File: src/rtl/core/mouse_packet_assembler_queue_macros.svh
// Assertion macros used by the mouse packet assembler queue.
`ifndef MOUSE_PACKET_ASSEMBLER_QUEUE_MACROS_SVH
`define MOUSE_PACKET_ASSEMBLER_QUEUE_MACROS_SVH

// The consequent must hold in the same cycle as the antecedent.
`define MPAQ_ASSERT_SAME(label, ante, cons, msg) \
  label: assert property (@(posedge clk) disable iff (rst) (ante) |-> (cons)) \
    else $error(msg);

// The consequent must hold in the cycle after the antecedent.
`define MPAQ_ASSERT_NEXT(label, ante, cons, msg) \
  label: assert property (@(posedge clk) disable iff (rst) (ante) |=> (cons)) \
    else $error(msg);

`endif

File: src/rtl/core/mpaq_pkg.sv
package mpaq_pkg;

  // Event queue geometry; the ring holds QUEUE_DEPTH-1 events.
  localparam int QUEUE_DEPTH = 32;
  localparam int PTR_W       = $clog2(QUEUE_DEPTH);

  // Command queue between the front and back parts.
  localparam int CMD_DEPTH = 4;
  localparam int CMD_PTR_W = $clog2(CMD_DEPTH);
  localparam int CMD_CNT_W = $clog2(CMD_DEPTH + 1);

  localparam int BYTE_W  = 8;
  localparam int DELTA_W = 9;

  // Request codes.
  localparam logic REQ_BYTE = 1'b0;
  localparam logic REQ_POLL = 1'b1;

  // Bit positions within the first packet byte.
  localparam int BIT_LEFT   = 0;
  localparam int BIT_RIGHT  = 1;
  localparam int BIT_MIDDLE = 2;
  localparam int BIT_SYNC   = 3;
  localparam int BIT_SIGN_X = 4;
  localparam int BIT_SIGN_Y = 5;
  localparam int BIT_OVF_X  = 6;
  localparam int BIT_OVF_Y  = 7;

  typedef struct packed {
    logic [DELTA_W-1:0] move_y;
    logic [DELTA_W-1:0] move_x;
    logic               middle;
    logic               right;
    logic               left;
  } event_t;

  typedef struct packed {
    logic   is_poll;
    event_t ev;
  } cmd_t;

  function automatic event_t assemble_event(input logic [BYTE_W-1:0] b0,
                                            input logic [BYTE_W-1:0] b1,
                                            input logic [BYTE_W-1:0] b2);
    event_t e;
    e.left   = b0[BIT_LEFT];
    e.right  = b0[BIT_RIGHT];
    e.middle = b0[BIT_MIDDLE];
    e.move_x = b0[BIT_OVF_X] ? '0 : {b0[BIT_SIGN_X], b1};
    e.move_y = b0[BIT_OVF_Y] ? '0 : {b0[BIT_SIGN_Y], b2};
    return e;
  endfunction

endpackage

File: src/rtl/core/mpaq_ifs.sv
interface mpaq_req_if;
  logic                       valid;
  logic                       ready;
  logic                       req_type;
  logic [mpaq_pkg::BYTE_W-1:0] rx_byte;

  modport source (output valid, output req_type, output rx_byte, input ready);
  modport sink (input valid, input req_type, input rx_byte, output ready);
endinterface

interface mpaq_rsp_if;
  logic                               valid;
  logic                               ready;
  logic                               event_present;
  logic                               left_pressed;
  logic                               right_pressed;
  logic                               middle_pressed;
  logic signed [mpaq_pkg::DELTA_W-1:0] move_x;
  logic signed [mpaq_pkg::DELTA_W-1:0] move_y;

  modport source (output valid, output event_present, output left_pressed,
                  output right_pressed, output middle_pressed, output move_x,
                  output move_y, input ready);
  modport sink (input valid, input event_present, input left_pressed,
                input right_pressed, input middle_pressed, input move_x,
                input move_y, output ready);
endinterface

File: src/rtl/core/mpaq_cmd_fifo.sv
module mpaq_cmd_fifo (
  input  logic           clk,
  input  logic           rst,
  input  logic           push_valid,
  output logic           push_ready,
  input  mpaq_pkg::cmd_t push_cmd,
  output logic           pop_valid,
  input  logic           pop_ready,
  output mpaq_pkg::cmd_t pop_cmd
);

  mpaq_pkg::cmd_t                     slots [mpaq_pkg::CMD_DEPTH];
  logic [mpaq_pkg::CMD_PTR_W-1:0]     wr_ptr;
  logic [mpaq_pkg::CMD_PTR_W-1:0]     rd_ptr;
  logic [mpaq_pkg::CMD_CNT_W-1:0]     count;
  logic                               do_push;
  logic                               do_pop;

  assign push_ready = (count != mpaq_pkg::CMD_CNT_W'(mpaq_pkg::CMD_DEPTH));
  assign pop_valid  = (count != '0);
  assign pop_cmd    = slots[rd_ptr];
  assign do_push    = push_valid && push_ready;
  assign do_pop     = pop_valid && pop_ready;

  always_ff @(posedge clk) begin
    if (do_push) begin
      slots[wr_ptr] <= push_cmd;
    end
  end

  always_ff @(posedge clk) begin
    if (rst) begin
      wr_ptr <= '0;
      rd_ptr <= '0;
      count  <= '0;
    end else begin
      if (do_push) begin
        wr_ptr <= (wr_ptr == mpaq_pkg::CMD_PTR_W'(mpaq_pkg::CMD_DEPTH - 1)) ?
                  '0 : wr_ptr + 1'b1;
      end
      if (do_pop) begin
        rd_ptr <= (rd_ptr == mpaq_pkg::CMD_PTR_W'(mpaq_pkg::CMD_DEPTH - 1)) ?
                  '0 : rd_ptr + 1'b1;
      end
      if (do_push && !do_pop) begin
        count <= count + 1'b1;
      end else if (do_pop && !do_push) begin
        count <= count - 1'b1;
      end
    end
  end

endmodule

File: src/rtl/core/mpaq_front.sv
module mpaq_front (
  input  logic           clk,
  input  logic           rst,
  mpaq_req_if.sink       req,
  output logic           cmd_valid,
  input  logic           cmd_ready,
  output mpaq_pkg::cmd_t cmd
);

  logic [1:0]                   byte_position;
  logic [1:0]                   byte_position_next;
  logic [mpaq_pkg::BYTE_W-1:0]  byte0;
  logic [mpaq_pkg::BYTE_W-1:0]  byte1;
  logic                         accept;
  logic                         is_poll;
  logic                         completes;

  // The front stalls only when the command queue is full.
  assign req.ready = cmd_ready;
  assign accept    = req.valid && cmd_ready;
  assign is_poll   = (req.req_type == mpaq_pkg::REQ_POLL);
  assign completes = !is_poll && (byte_position == 2'd2);

  assign cmd_valid   = req.valid && (is_poll || completes);
  assign cmd.is_poll = is_poll;
  assign cmd.ev      = mpaq_pkg::assemble_event(byte0, byte1, req.rx_byte);

  always_comb begin
    byte_position_next = byte_position;
    if (!is_poll) begin
      unique case (byte_position)
        2'd0: begin
          if (req.rx_byte[mpaq_pkg::BIT_SYNC]) begin
            byte_position_next = 2'd1;
          end
        end
        2'd1: byte_position_next = 2'd2;
        default: byte_position_next = 2'd0;
      endcase
    end
  end

  always_ff @(posedge clk) begin
    if (rst) begin
      byte_position <= '0;
    end else if (accept) begin
      byte_position <= byte_position_next;
    end
  end

  always_ff @(posedge clk) begin
    if (accept && !is_poll) begin
      if (byte_position == 2'd0) begin
        byte0 <= req.rx_byte;
      end
      if (byte_position == 2'd1) begin
        byte1 <= req.rx_byte;
      end
    end
  end

endmodule

File: src/rtl/core/mpaq_back.sv
`include "mouse_packet_assembler_queue_macros.svh"

module mpaq_back (
  input  logic           clk,
  input  logic           rst,
  input  logic           cmd_valid,
  output logic           cmd_ready,
  input  mpaq_pkg::cmd_t cmd,
  mpaq_rsp_if.source     rsp
);

  mpaq_pkg::event_t              store [mpaq_pkg::QUEUE_DEPTH];
  mpaq_pkg::event_t              rd_data;
  logic [mpaq_pkg::PTR_W-1:0]    wr_ptr;
  logic [mpaq_pkg::PTR_W-1:0]    rd_ptr;
  logic [mpaq_pkg::PTR_W-1:0]    wr_ptr_inc;
  logic [mpaq_pkg::PTR_W-1:0]    rd_ptr_inc;
  logic                          out_valid;
  logic                          out_present;
  logic                          take;
  logic                          take_push;
  logic                          take_poll;
  logic                          empty;
  logic                          full;
  logic                          push_ok;
  logic                          pop_ok;

  assign wr_ptr_inc = (wr_ptr == mpaq_pkg::PTR_W'(mpaq_pkg::QUEUE_DEPTH - 1)) ?
                      '0 : wr_ptr + 1'b1;
  assign rd_ptr_inc = (rd_ptr == mpaq_pkg::PTR_W'(mpaq_pkg::QUEUE_DEPTH - 1)) ?
                      '0 : rd_ptr + 1'b1;
  assign empty = (wr_ptr == rd_ptr);
  assign full  = (wr_ptr_inc == rd_ptr);

  // Pushes never wait; a poll waits only for room in the output register.
  assign cmd_ready = cmd.is_poll ? (!out_valid || rsp.ready) : 1'b1;
  assign take      = cmd_valid && cmd_ready;
  assign take_push = take && !cmd.is_poll;
  assign take_poll = take && cmd.is_poll;
  assign push_ok   = take_push && !full;
  assign pop_ok    = take_poll && !empty;

  always_ff @(posedge clk) begin
    if (push_ok) begin
      store[wr_ptr] <= cmd.ev;
    end
    if (pop_ok) begin
      rd_data <= store[rd_ptr];
    end
  end

  always_ff @(posedge clk) begin
    if (rst) begin
      wr_ptr      <= '0;
      rd_ptr      <= '0;
      out_valid   <= 1'b0;
      out_present <= 1'b0;
    end else begin
      if (push_ok) begin
        wr_ptr <= wr_ptr_inc;
      end
      if (pop_ok) begin
        rd_ptr <= rd_ptr_inc;
      end
      if (take_poll) begin
        out_valid   <= 1'b1;
        out_present <= !empty;
      end else if (rsp.ready) begin
        out_valid <= 1'b0;
      end
    end
  end

  // An empty poll reports zeros, so the stale read data is masked.
  assign rsp.valid          = out_valid;
  assign rsp.event_present  = out_present;
  assign rsp.left_pressed   = out_present && rd_data.left;
  assign rsp.right_pressed  = out_present && rd_data.right;
  assign rsp.middle_pressed = out_present && rd_data.middle;
  assign rsp.move_x         = out_present ? $signed(rd_data.move_x) : '0;
  assign rsp.move_y         = out_present ? $signed(rd_data.move_y) : '0;

  `MPAQ_ASSERT_NEXT(a_drop_when_full, push_ok == 1'b0 && take_push, $stable(wr_ptr), "event written into a full queue")
  `MPAQ_ASSERT_NEXT(a_empty_poll_zero, take_poll && empty, out_valid && !out_present, "empty poll did not report an absent event")
  `MPAQ_ASSERT_SAME(a_no_pop_empty, pop_ok, !empty && !full || !empty, "pop issued on an empty queue")
  `MPAQ_ASSERT_NEXT(a_pop_moves_ptr, pop_ok, rd_ptr != $past(rd_ptr), "read pointer did not advance on a pop")

endmodule

File: src/rtl/core/mouse_packet_assembler_queue.sv
// Polls pass through the command queue and then the output register, which holds the
// result valid until the receiver takes it. Throughput: one item per cycle, received
// byte or poll, while the command queue has room; set by the single-port event store
// in the back part, which serves one push or one pop each cycle.
// Reset: synchronous and active high; it clears the byte position, the queue
// pointers and the output valid. The event store is not cleared and needs no pass.
module mouse_packet_assembler_queue (
  input  logic       clk,
  input  logic       rst,
  mpaq_req_if.sink   req,
  mpaq_rsp_if.source rsp
);

  // The front part assembles three-byte packets from received bytes and turns
  // each completed packet into a push command and each poll into a poll
  // command. The commands pass through a short queue in arrival order, so the
  // back part sees pushes and polls exactly as the items arrived.
  logic           front_valid;
  logic           front_ready;
  mpaq_pkg::cmd_t front_cmd;

  logic           back_valid;
  logic           back_ready;
  mpaq_pkg::cmd_t back_cmd;

  mpaq_front u_front (
    .clk       (clk),
    .rst       (rst),
    .req       (req),
    .cmd_valid (front_valid),
    .cmd_ready (front_ready),
    .cmd       (front_cmd)
  );

  // The command queue lets the front keep taking items while a result waits
  // at the output, and lets the back keep storing events while the front is
  // idle.
  mpaq_cmd_fifo u_cmd_fifo (
    .clk        (clk),
    .rst        (rst),
    .push_valid (front_valid),
    .push_ready (front_ready),
    .push_cmd   (front_cmd),
    .pop_valid  (back_valid),
    .pop_ready  (back_ready),
    .pop_cmd    (back_cmd)
  );

  // The back part owns the event ring. It drops an event when the ring is
  // full and answers every poll with exactly one result item.
  mpaq_back u_back (
    .clk       (clk),
    .rst       (rst),
    .cmd_valid (back_valid),
    .cmd_ready (back_ready),
    .cmd       (back_cmd),
    .rsp       (rsp)
  );

endmodule

File: src/flat_wrapper.sv
// flat-port wrapper written by rule: the top's interface ports become plain ports
module mouse_packet_assembler_queue_flat 
  (clk, rst, req_valid, req_req_type, req_rx_byte, req_ready, rsp_valid, rsp_event_present, rsp_left_pressed, rsp_right_pressed, rsp_middle_pressed, rsp_move_x, rsp_move_y, rsp_ready);
  mpaq_req_if req_i ();
  mpaq_rsp_if rsp_i ();
  input  logic clk;
  input  logic rst;
  input wire logic [$bits(req_i.valid)-1:0] req_valid;
  input wire logic [$bits(req_i.req_type)-1:0] req_req_type;
  input wire logic [$bits(req_i.rx_byte)-1:0] req_rx_byte;
  output wire logic [$bits(req_i.ready)-1:0] req_ready;
  output wire logic [$bits(rsp_i.valid)-1:0] rsp_valid;
  output wire logic [$bits(rsp_i.event_present)-1:0] rsp_event_present;
  output wire logic [$bits(rsp_i.left_pressed)-1:0] rsp_left_pressed;
  output wire logic [$bits(rsp_i.right_pressed)-1:0] rsp_right_pressed;
  output wire logic [$bits(rsp_i.middle_pressed)-1:0] rsp_middle_pressed;
  output wire logic [$bits(rsp_i.move_x)-1:0] rsp_move_x;
  output wire logic [$bits(rsp_i.move_y)-1:0] rsp_move_y;
  input wire logic [$bits(rsp_i.ready)-1:0] rsp_ready;
  assign req_i.valid = req_valid;
  assign req_i.req_type = req_req_type;
  assign req_i.rx_byte = req_rx_byte;
  assign req_ready = req_i.ready;
  assign rsp_valid = rsp_i.valid;
  assign rsp_event_present = rsp_i.event_present;
  assign rsp_left_pressed = rsp_i.left_pressed;
  assign rsp_right_pressed = rsp_i.right_pressed;
  assign rsp_middle_pressed = rsp_i.middle_pressed;
  assign rsp_move_x = rsp_i.move_x;
  assign rsp_move_y = rsp_i.move_y;
  assign rsp_i.ready = rsp_ready;
  mouse_packet_assembler_queue u_core (.clk(clk), .rst(rst), .req(req_i), .rsp(rsp_i));
endmodule
File: config.mk
export PLATFORM = sky130hd
export DESIGN_NAME = mouse_packet_assembler_queue_flat
export DESIGN_NICKNAME = d
export VERILOG_FILES = /design/src/rtl/core/mpaq_pkg.sv /design/src/rtl/core/mpaq_ifs.sv /design/src/rtl/core/mpaq_cmd_fifo.sv /design/src/rtl/core/mpaq_front.sv /design/src/rtl/core/mpaq_back.sv /design/src/rtl/core/mouse_packet_assembler_queue.sv /design/src/flat_wrapper.sv
export VERILOG_INCLUDE_DIRS = /design/src /design/src/rtl/core
export SDC_FILE = /design/constraint.sdc
export NUM_CORES = 1
export LEC_CHECK = 0
export BUFFER_PORTS_ARGS = -buffer_cell sky130_fd_sc_hd__buf_2
export CAP_MARGIN = 20
export CORE_UTILIZATION = 30
export DETAILED_ROUTE_END_ITERATION = 8
export PLACE_DENSITY = 0.55
export SYNTH_ARGS = -nofsm -noshare
export SYNTH_HDL_FRONTEND = slang
export SYNTH_HIERARCHICAL = 1
export SYNTH_SLANG_ARGS = --single-unit
File: constraint.sdc
create_clock -name clk -period 3.5 [get_ports clk]
set_clock_uncertainty 0.2 [all_clocks]
set_input_delay 0.7 -clock clk [delete_from_list [all_inputs] [get_ports clk]]
set_output_delay 0.7 -clock clk [all_outputs]
set_load 0.005 [all_outputs]
==> results.json, run 1 <==
{
  "placed_cell_area_um2": 34100,
  "synthFlopType": "edfxtp_1",
  "yosys.area_share.xor_xnor_pct": 0.361,
  "root_buffer": "clkbuf_16",
  "yosysTopAreaCellShare_pct": 75.7,
  "drt_iter0_drc": 1243,
  "slowest_delay_ns": 0.39,
  "post-route-period-util_pct": 87.3,
  "drc_errors": 0,
  "cap_violations": 0,
  "crit_path_end_kind": "register",
  "setup-tns-final_ns": 0,
  "final_max_slew_viol_count": 0,
  "status": "finished clean",
  "area_growth_pct": 16.0,
  "ys_ff_latch": 819,
  "cts_buffers": 81,
  "h-tree-depth": 3,
  "switching_share_pct": 26.5,
  "die_y_um": 326,
  "synth.cell_area_um2": 31600,
  "finalSetupViolCount": 0,
  "avgSynthCellArea_um2": 23.4,
  "core_um2": 104000,
  "nFillCells": 9543,
  "synth_top_family_by_area": "multiplexers",
  "grt_usage_pct": 13.8,
  "hp-class": "in -> reg",
  "power_leakage_uw": 0.0112,
  "die_w_um": 326,
  "drive_above_1_share_pct": 31.4,
  "synth_area_leaders": "edfxtp_1 (76%), mux4_2 (17%), dfxtp_1 (1.5%)",
  "final_cell_area_um2": 36600,
  "gp_congestion": 0.777,
  "ir_worst_vdd_v": 0.000370,
  "crit_chain": "ha_1, and3_1, ha_1, nor2b_1, mux2i_1, xor2_1, a41oi_2, buf_12, and3_1, buf_12",
  "path_buf_inv": 2,
  "wl_per_cell_um": 24.9,
  "grt_pass1_vias": 14855,
  "synthCells": 1352,
  "total_power_uw": 25900,
  "synth_warnings": 6,
  "n_antenna_cell": 0,
  "postCtsHoldBufs": 0,
  "grt_remaining_overflow": 0,
  "worst_ep_arrival_time_ns": 3.18,
  "die-area_um2": 107000,
  "clock_path_buffers": 3,
  "rsz0062_at_grt": "no",
  "start_util_pct": 30.4,
  "yosys.area_share.simple_pct": 2.61,
  "async_reset_ff_share_pct": 0,
  "multiInputGateArea_um2": 6830,
  "critPathKind": "reg -> reg",
  "cts_tree": "yes",
  "postCtsSetupBuffers": 0,
  "p_int_uw": 19000,
  "regArea_um2": 24400,
  "muxShareOfSynthArea_pct": 17.6,
  "postRouteAntennaNets": 0,
  "cellPowerDensity_nw_per_um2": 707,
  "pwr-share-seq_pct": 48.4,
  "port_buffers": 36,
  "p_switching_uw": 6870,
  "drt_pass1_iterations": 5,
  "synthAdderAreaFrac_pct": 0.579,
  "ios": 37,
  "critPathSlowestCell": "and3_1",
  "synth_nets": 1379,
  "worst-path-max-fanout": 38,
  "synth_compound_gate_area_share_pct": 0.436,
  "clock_latency_ns": 0.63,
  "grt_antenna_before_repair": 8,
  "ys_seq_area_share_pct": 77.2,
  "max_freq_mhz": 327,
  "avgViaCountPerCell": 4.82,
  "max_slew.worst_pin.slew_ns": 0.894,
  "crit_family": "simple AND/OR/NAND/NOR gates",
  "grt_max_degree": 46,
  "relSlewSlack_pct": 40.4,
  "vias": 14007,
  "required_ns": 3.62,
  "combPwrFrac_pct": 19.2,
  "synth-edff-count": 796,
  "finalHoldViolations": 0,
  "start_kind": "register",
  "synth_top_cell_by_area": "edfxtp_1",
  "nets": 1495,
  "cts_resized": 0,
  "path_clk_slew_ns": 0.06,
  "ys_types": 46,
  "period_minus_slack_ns": 3.06,
  "grt_pass1_wl_um": 106000,
  "rows": 118,
  "clock_sinks": 819,
  "drt_wl_total_um": 72500,
  "p_clk_share_pct": 32.4,
  "dp_hpwl_um": 45700
}
worst register-to-register path: cells and delay by family (launching register included):
kind                     cells  cell delay (ns)
flip-flops                   1             0.37
multiplexers                 1             0.10
buffers and inverters        2             0.45
XOR/XNOR                     1             0.15
AO/OA/AOI/OAI                1             0.25
AND/OR/NAND/NOR              3             0.73
adder cells (fa/ha/maj)      2             0.48
power by group through the flow:
stage	Clock [uW]	Sequential, uW	Combinational, uW
4_1_cts	8610	12600	5200
5_1_grt	8960	12600	5360
3_3_place_gp	0	12700	5060
3_5_place_dp	0	12800	5180
6_report	8390	12500	4970
2_1_floorplan	0	12600	2970
sequential cells by signal (all words and copies together) (netlist names), 3 cells and up, named ones only:
signal / cells
u_core/u_cmd_fifo/count: 3
u_core/u_back/store: 672
u_core/u_back/rd_data: 21
u_core/u_front/byte1: 8
u_core/u_cmd_fifo/slots: 88
u_core/u_back/wr_ptr: 5
u_core/u_front/byte0: 7
u_core/u_back/rd_ptr: 5
cells in the mapped netlist, types with 2 or more instances:
cell type  count
buf_1          5
o21ai_1        2
and3_1        35
nor3_1         6
mux2_2        21
buf_2         18
nor2b_1       21
and2_1        21
xnor2_1        5
nand2_1       10
dfxtp_1       23
buf_6          2
xor2_1         8
nand3_1        3
ha_1          13
a21oi_1       10
nand3b_1       2
edfxtp_1     796
and3b_1        3
nor2_1        16
nand2b_1       4
buf_4         11
and3_2         4
nor3b_1        4
or3b_1         2
clkbuf_1      39
mux4_2       232
o21ai_0        3
or3_2          2
inv_1          6
mux2i_1       10
routing by layer:
layer / track usage [%] / wire [um] / up-vias
met3: 2.28 / 3600 / 88
met1: 17.7 / 29800 / 7619
met5: 0 / 0 / -
met4: 5.03 / 2030 / 0
met2: 23.4 / 37000 / 343
li1: - / - / 5957
cell usage in the layout, fill, tap and decap left out, types with 8 or more instances in the layout:
master	Yosys	layout
edfxtp_1	796	796
mux4_2	232	232
clkbuf_16	0	82
buf_4	11	40
buf_2	18	36
and3_1	35	35
buf_12	0	33
clkbuf_1	39	27
mux2_2	21	21
nor2b_1	21	21
and2_1	21	21
dfxtp_1	23	19
nor2_1	16	16
ha_1	13	13
clkinv_1	0	11
mux2i_1	10	10
nand2_1	10	10
a21oi_1	10	10
xor2_1	8	8
final timing paths:
kind | from | to | slack (ns) | cells after the start
max | u_core/u_back/wr_ptr[0]$_SDFFE_PP0P_ | u_core/u_back/store[24][6]$_DFFE_PP_ | 0.44 | 10
min | req_rx_byte[1] | u_core/u_front/byte0[1]$_DFFE_PP_ | 0.09 | 1
max reg2reg | u_core/u_back/wr_ptr[0]$_SDFFE_PP0P_ | u_core/u_back/store[24][6]$_DFFE_PP_ | 0.44 | 10
min reg2reg | u_core/u_front/byte0[1]$_DFFE_PP_ | u_core/u_cmd_fifo/slots[0][1]$_DFFE_PP_ | 0.31 | 0
kinds of logic after synthesis:
logic type | Yosys count
compound gates | 22
xor+xnor | 13
fa+ha+maj | 14
buf+inv | 83
flops | 819
mux | 263
simple gates | 138
through the flow:
step                      worst slack (ns)  util [%]  std cells  hold WS (ns)
after floorplan                     0.0707         -       1352         0.263
after detailed placement             0.462      32.8       2765         0.312
after CTS                            0.446      35.2       2907        0.0580
after global placement               0.464      32.8       2765         0.282
after global routing                 0.262      35.2       2907        0.0778
final                                0.445      35.2       2907        0.0905
cell type report:
type / count / share of cell area [%]
Clock buffer: 109 / 5.88
Multi-Input combinational cell: 450 / 18.6
Sequential cell: 819 / 66.6
Inverter: 7 / 0.0717
Timing Repair Buffer: 109 / 3.12
Tap cell: 1380 / 4.71
Clock inverter: 33 / 1.03
Power figures use the tool's default switching activity.
==> inputs of run 2 (changes only) <==
--- a/config.mk
+++ b/config.mk
@@ -11,6 +11,7 @@
 export CORE_UTILIZATION = 30
 export DETAILED_ROUTE_END_ITERATION = 8
 export PLACE_DENSITY = 0.55
+export SETUP_SLACK_MARGIN = 0.5
 export SYNTH_ARGS = -nofsm -noshare
 export SYNTH_HDL_FRONTEND = slang
 export SYNTH_HIERARCHICAL = 1
==> run 2 against run 1 <==
Effect of this change: critical endpoint is now u_core/u_back/store[25][1]$_DFFE_PP_; utilization is 0.089 points lower; clock power decreased by 2%; power fell by 1.2%; design area shrank 0.25%; highest routed layer unchanged; combinational power down 3%; die area unchanged; clock-buffer cell count down 10; non-clock buffer count down 12; hold slack better by 0.0039 ns; first-iteration DRC count fell by 22%; critical path depth did not move; via count increased by 0.30%.
==> results.json, run 2 (synthesis results as in run 1) <==
{
  "drc_errors": 0,
  "die-area_um2": 107000,
  "dp.cells": 2744,
  "relSlewSlack_pct": 42.6,
  "die_y_um": 326,
  "path_clk_slew_ns": 0.06,
  "n_antenna_cell": 0,
  "worst-path-max-fanout": 21,
  "rsz0062_at_grt": "yes",
  "grt_antenna_before_repair": 0,
  "cts_buffers": 80,
  "regArea_um2": 24400,
  "clock_sinks": 819,
  "max_freq_mhz": 338,
  "grt_max_degree": 40,
  "wl_per_cell_um": 24.5,
  "finalHoldViolations": 0,
  "port_buffers": 36,
  "r2r_slack_ns": 0.54,
  "dp_hpwl_um": 43800,
  "setup-tns-final_ns": 0,
  "final_max_slew_viol_count": 0,
  "holdPathStages": 1,
  "power_leakage_uw": 0.0111,
  "vias": 14049,
  "utilization_pct": 35.2,
  "max_slew.worst_pin.slew_ns": 0.859,
  "start_kind": "register",
  "avgViaCountPerCell": 4.85,
  "die_w_um": 326,
  "layout_commonest_cell": "edfxtp_1",
  "root_buffer": "clkbuf_16",
  "start_util_pct": 30.4,
  "nets": 1484,
  "period_minus_slack_ns": 2.96,
  "p_int_uw": 18900,
  "gp_congestion": 0.794,
  "grt_remaining_overflow": 0,
  "ir_worst_vdd_v": 0.000375,
  "combPwrFrac_pct": 18.9,
  "rows": 118,
  "drt_iter0_drc": 971,
  "final_cell_mix": "edfxtp_1 (796), mux4_2 (232), clkbuf_16 (82)",
  "status": "finished clean",
  "final_cells": 2895,
  "required_ns": 3.56,
  "critPathKind": "reg -> reg",
  "hp-class": "in -> reg",
  "hp-start": "req_rx_byte[4]",
  "cts_tree": "yes",
  "drt_wl_total_um": 71100,
  "ios": 37,
  "grt_usage_pct": 13.4,
  "drive_above_1_share_pct": 33.6,
  "pwr-share-seq_pct": 48.9,
  "area_growth_pct": 15.7,
  "crit_path_end_kind": "register",
  "grt_pass1_vias": 14755,
  "rr_worst_depth": 10,
  "switching_share_pct": 26.2,
  "cap_violations": 0,
  "crit_start": "u_core/u_back/wr_ptr[0]$_SDFFE_PP0P_",
  "h-tree-depth": 3,
  "p_clk_share_pct": 32.3,
  "drt_pass1_iterations": 5,
  "r2r_start": "u_core/u_back/wr_ptr[0]$_SDFFE_PP0P_",
  "multiInputGateArea_um2": 6990,
  "finalSetupViolCount": 0,
  "cellPowerDensity_nw_per_um2": 701,
  "p_switching_uw": 6710,
  "post-route-period-util_pct": 84.5,
  "largestRegisters": "u_core/u_back/store: 672 flops, u_core/u_cmd_fifo/slots: 88 flops, u_core/u_back/rd_data: 21 flops",
  "core_um2": 104000,
  "postRouteAntennaNets": 0,
  "largest_register": "u_core/u_back/store",
  "clock_path_buffers": 3,
  "nFillCells": 9594,
  "clock_latency_ns": 0.64,
  "worst_ep_arrival_time_ns": 3.02,
  "largest_register_ffs": 672,
  "grt_pass1_wl_um": 105000
}
==> run 2: area by class of cell <==
| class | instances | share of cell area (%) |
|---|---|---|
| flip-flops and latches | 819 | 66.7 |
| inverters | 7 | 0.0719 |
| clock inverters | 41 | 1.00 |
| well taps | 1380 | 4.73 |
| repair buffers | 97 | 2.52 |
| clock buffers | 99 | 5.82 |
| multi-input cells | 452 | 19.1 |
==> run 2: timing repair <==
action,4_1_cts,5_1_grt
gates cloned,0,3
buffers inserted,3,5
setup endpoints to repair,428,665
resized for setup,4,9
pin swaps,3,2
hold buffers,0,0
==> run 2: power by group through the flow <==
stage,sequential [uW],clock (uW),combinational (uW)
3_5_place_dp,12700,0,4900
2_1_floorplan,12600,0,3000
3_3_place_gp,12700,0,4780
5_1_grt,12500,8830,5220
6_report,12500,8260,4830
4_1_cts,12500,8490,4920
==> run 2: critical path, cell delays in order (launching register included) <==
cell	delay, ns
dfxtp_2	0.40
ha_1	0.18
and3_1	0.18
ha_2	0.26
nor2b_2	0.06
mux2i_1	0.20
xor2_1	0.13
a41oi_2	0.17
buf_4	0.15
buf_12	0.14
and3_4	0.50
==> run 2: worst paths after layout <==
check | endpoint
worst max-delay path | u_core/u_back/store[25][1]$_DFFE_PP_
worst min-delay path | u_core/u_front/byte1[4]$_DFFE_PP_
worst max register to register | u_core/u_back/store[25][1]$_DFFE_PP_
worst min register to register | u_core/u_cmd_fifo/slots[0][1]$_DFFE_PP_
==> run 2: stage by stage <==
stage / setup WS [ns] / instance area (um^2) / hold WS (ns) / power [uW]
after global routing: 0.447 / 36500 / 0.0738 / 26600
after CTS: 0.409 / 36400 / 0.0571 / 25900
after detailed placement: 0.342 / 33900 / 0.287 / 17600
after floorplan: 0.542 / 31700 / 0.263 / 15600
final: 0.543 / 36500 / 0.0944 / 25600
after global placement: 0.327 / 33900 / 0.267 / 17500
==> run 2: layer usage <==
metal | wire (um) | global-route usage (%) | vias to the layer above
met4 | 1250 | 3.77 | 0
met5 | 0 | 0 | -
li1 | - | - | 5928
met3 | 2680 | 1.94 | 75
met1 | 30600 | 17.7 | 7749
met2 | 36500 | 23.0 | 297
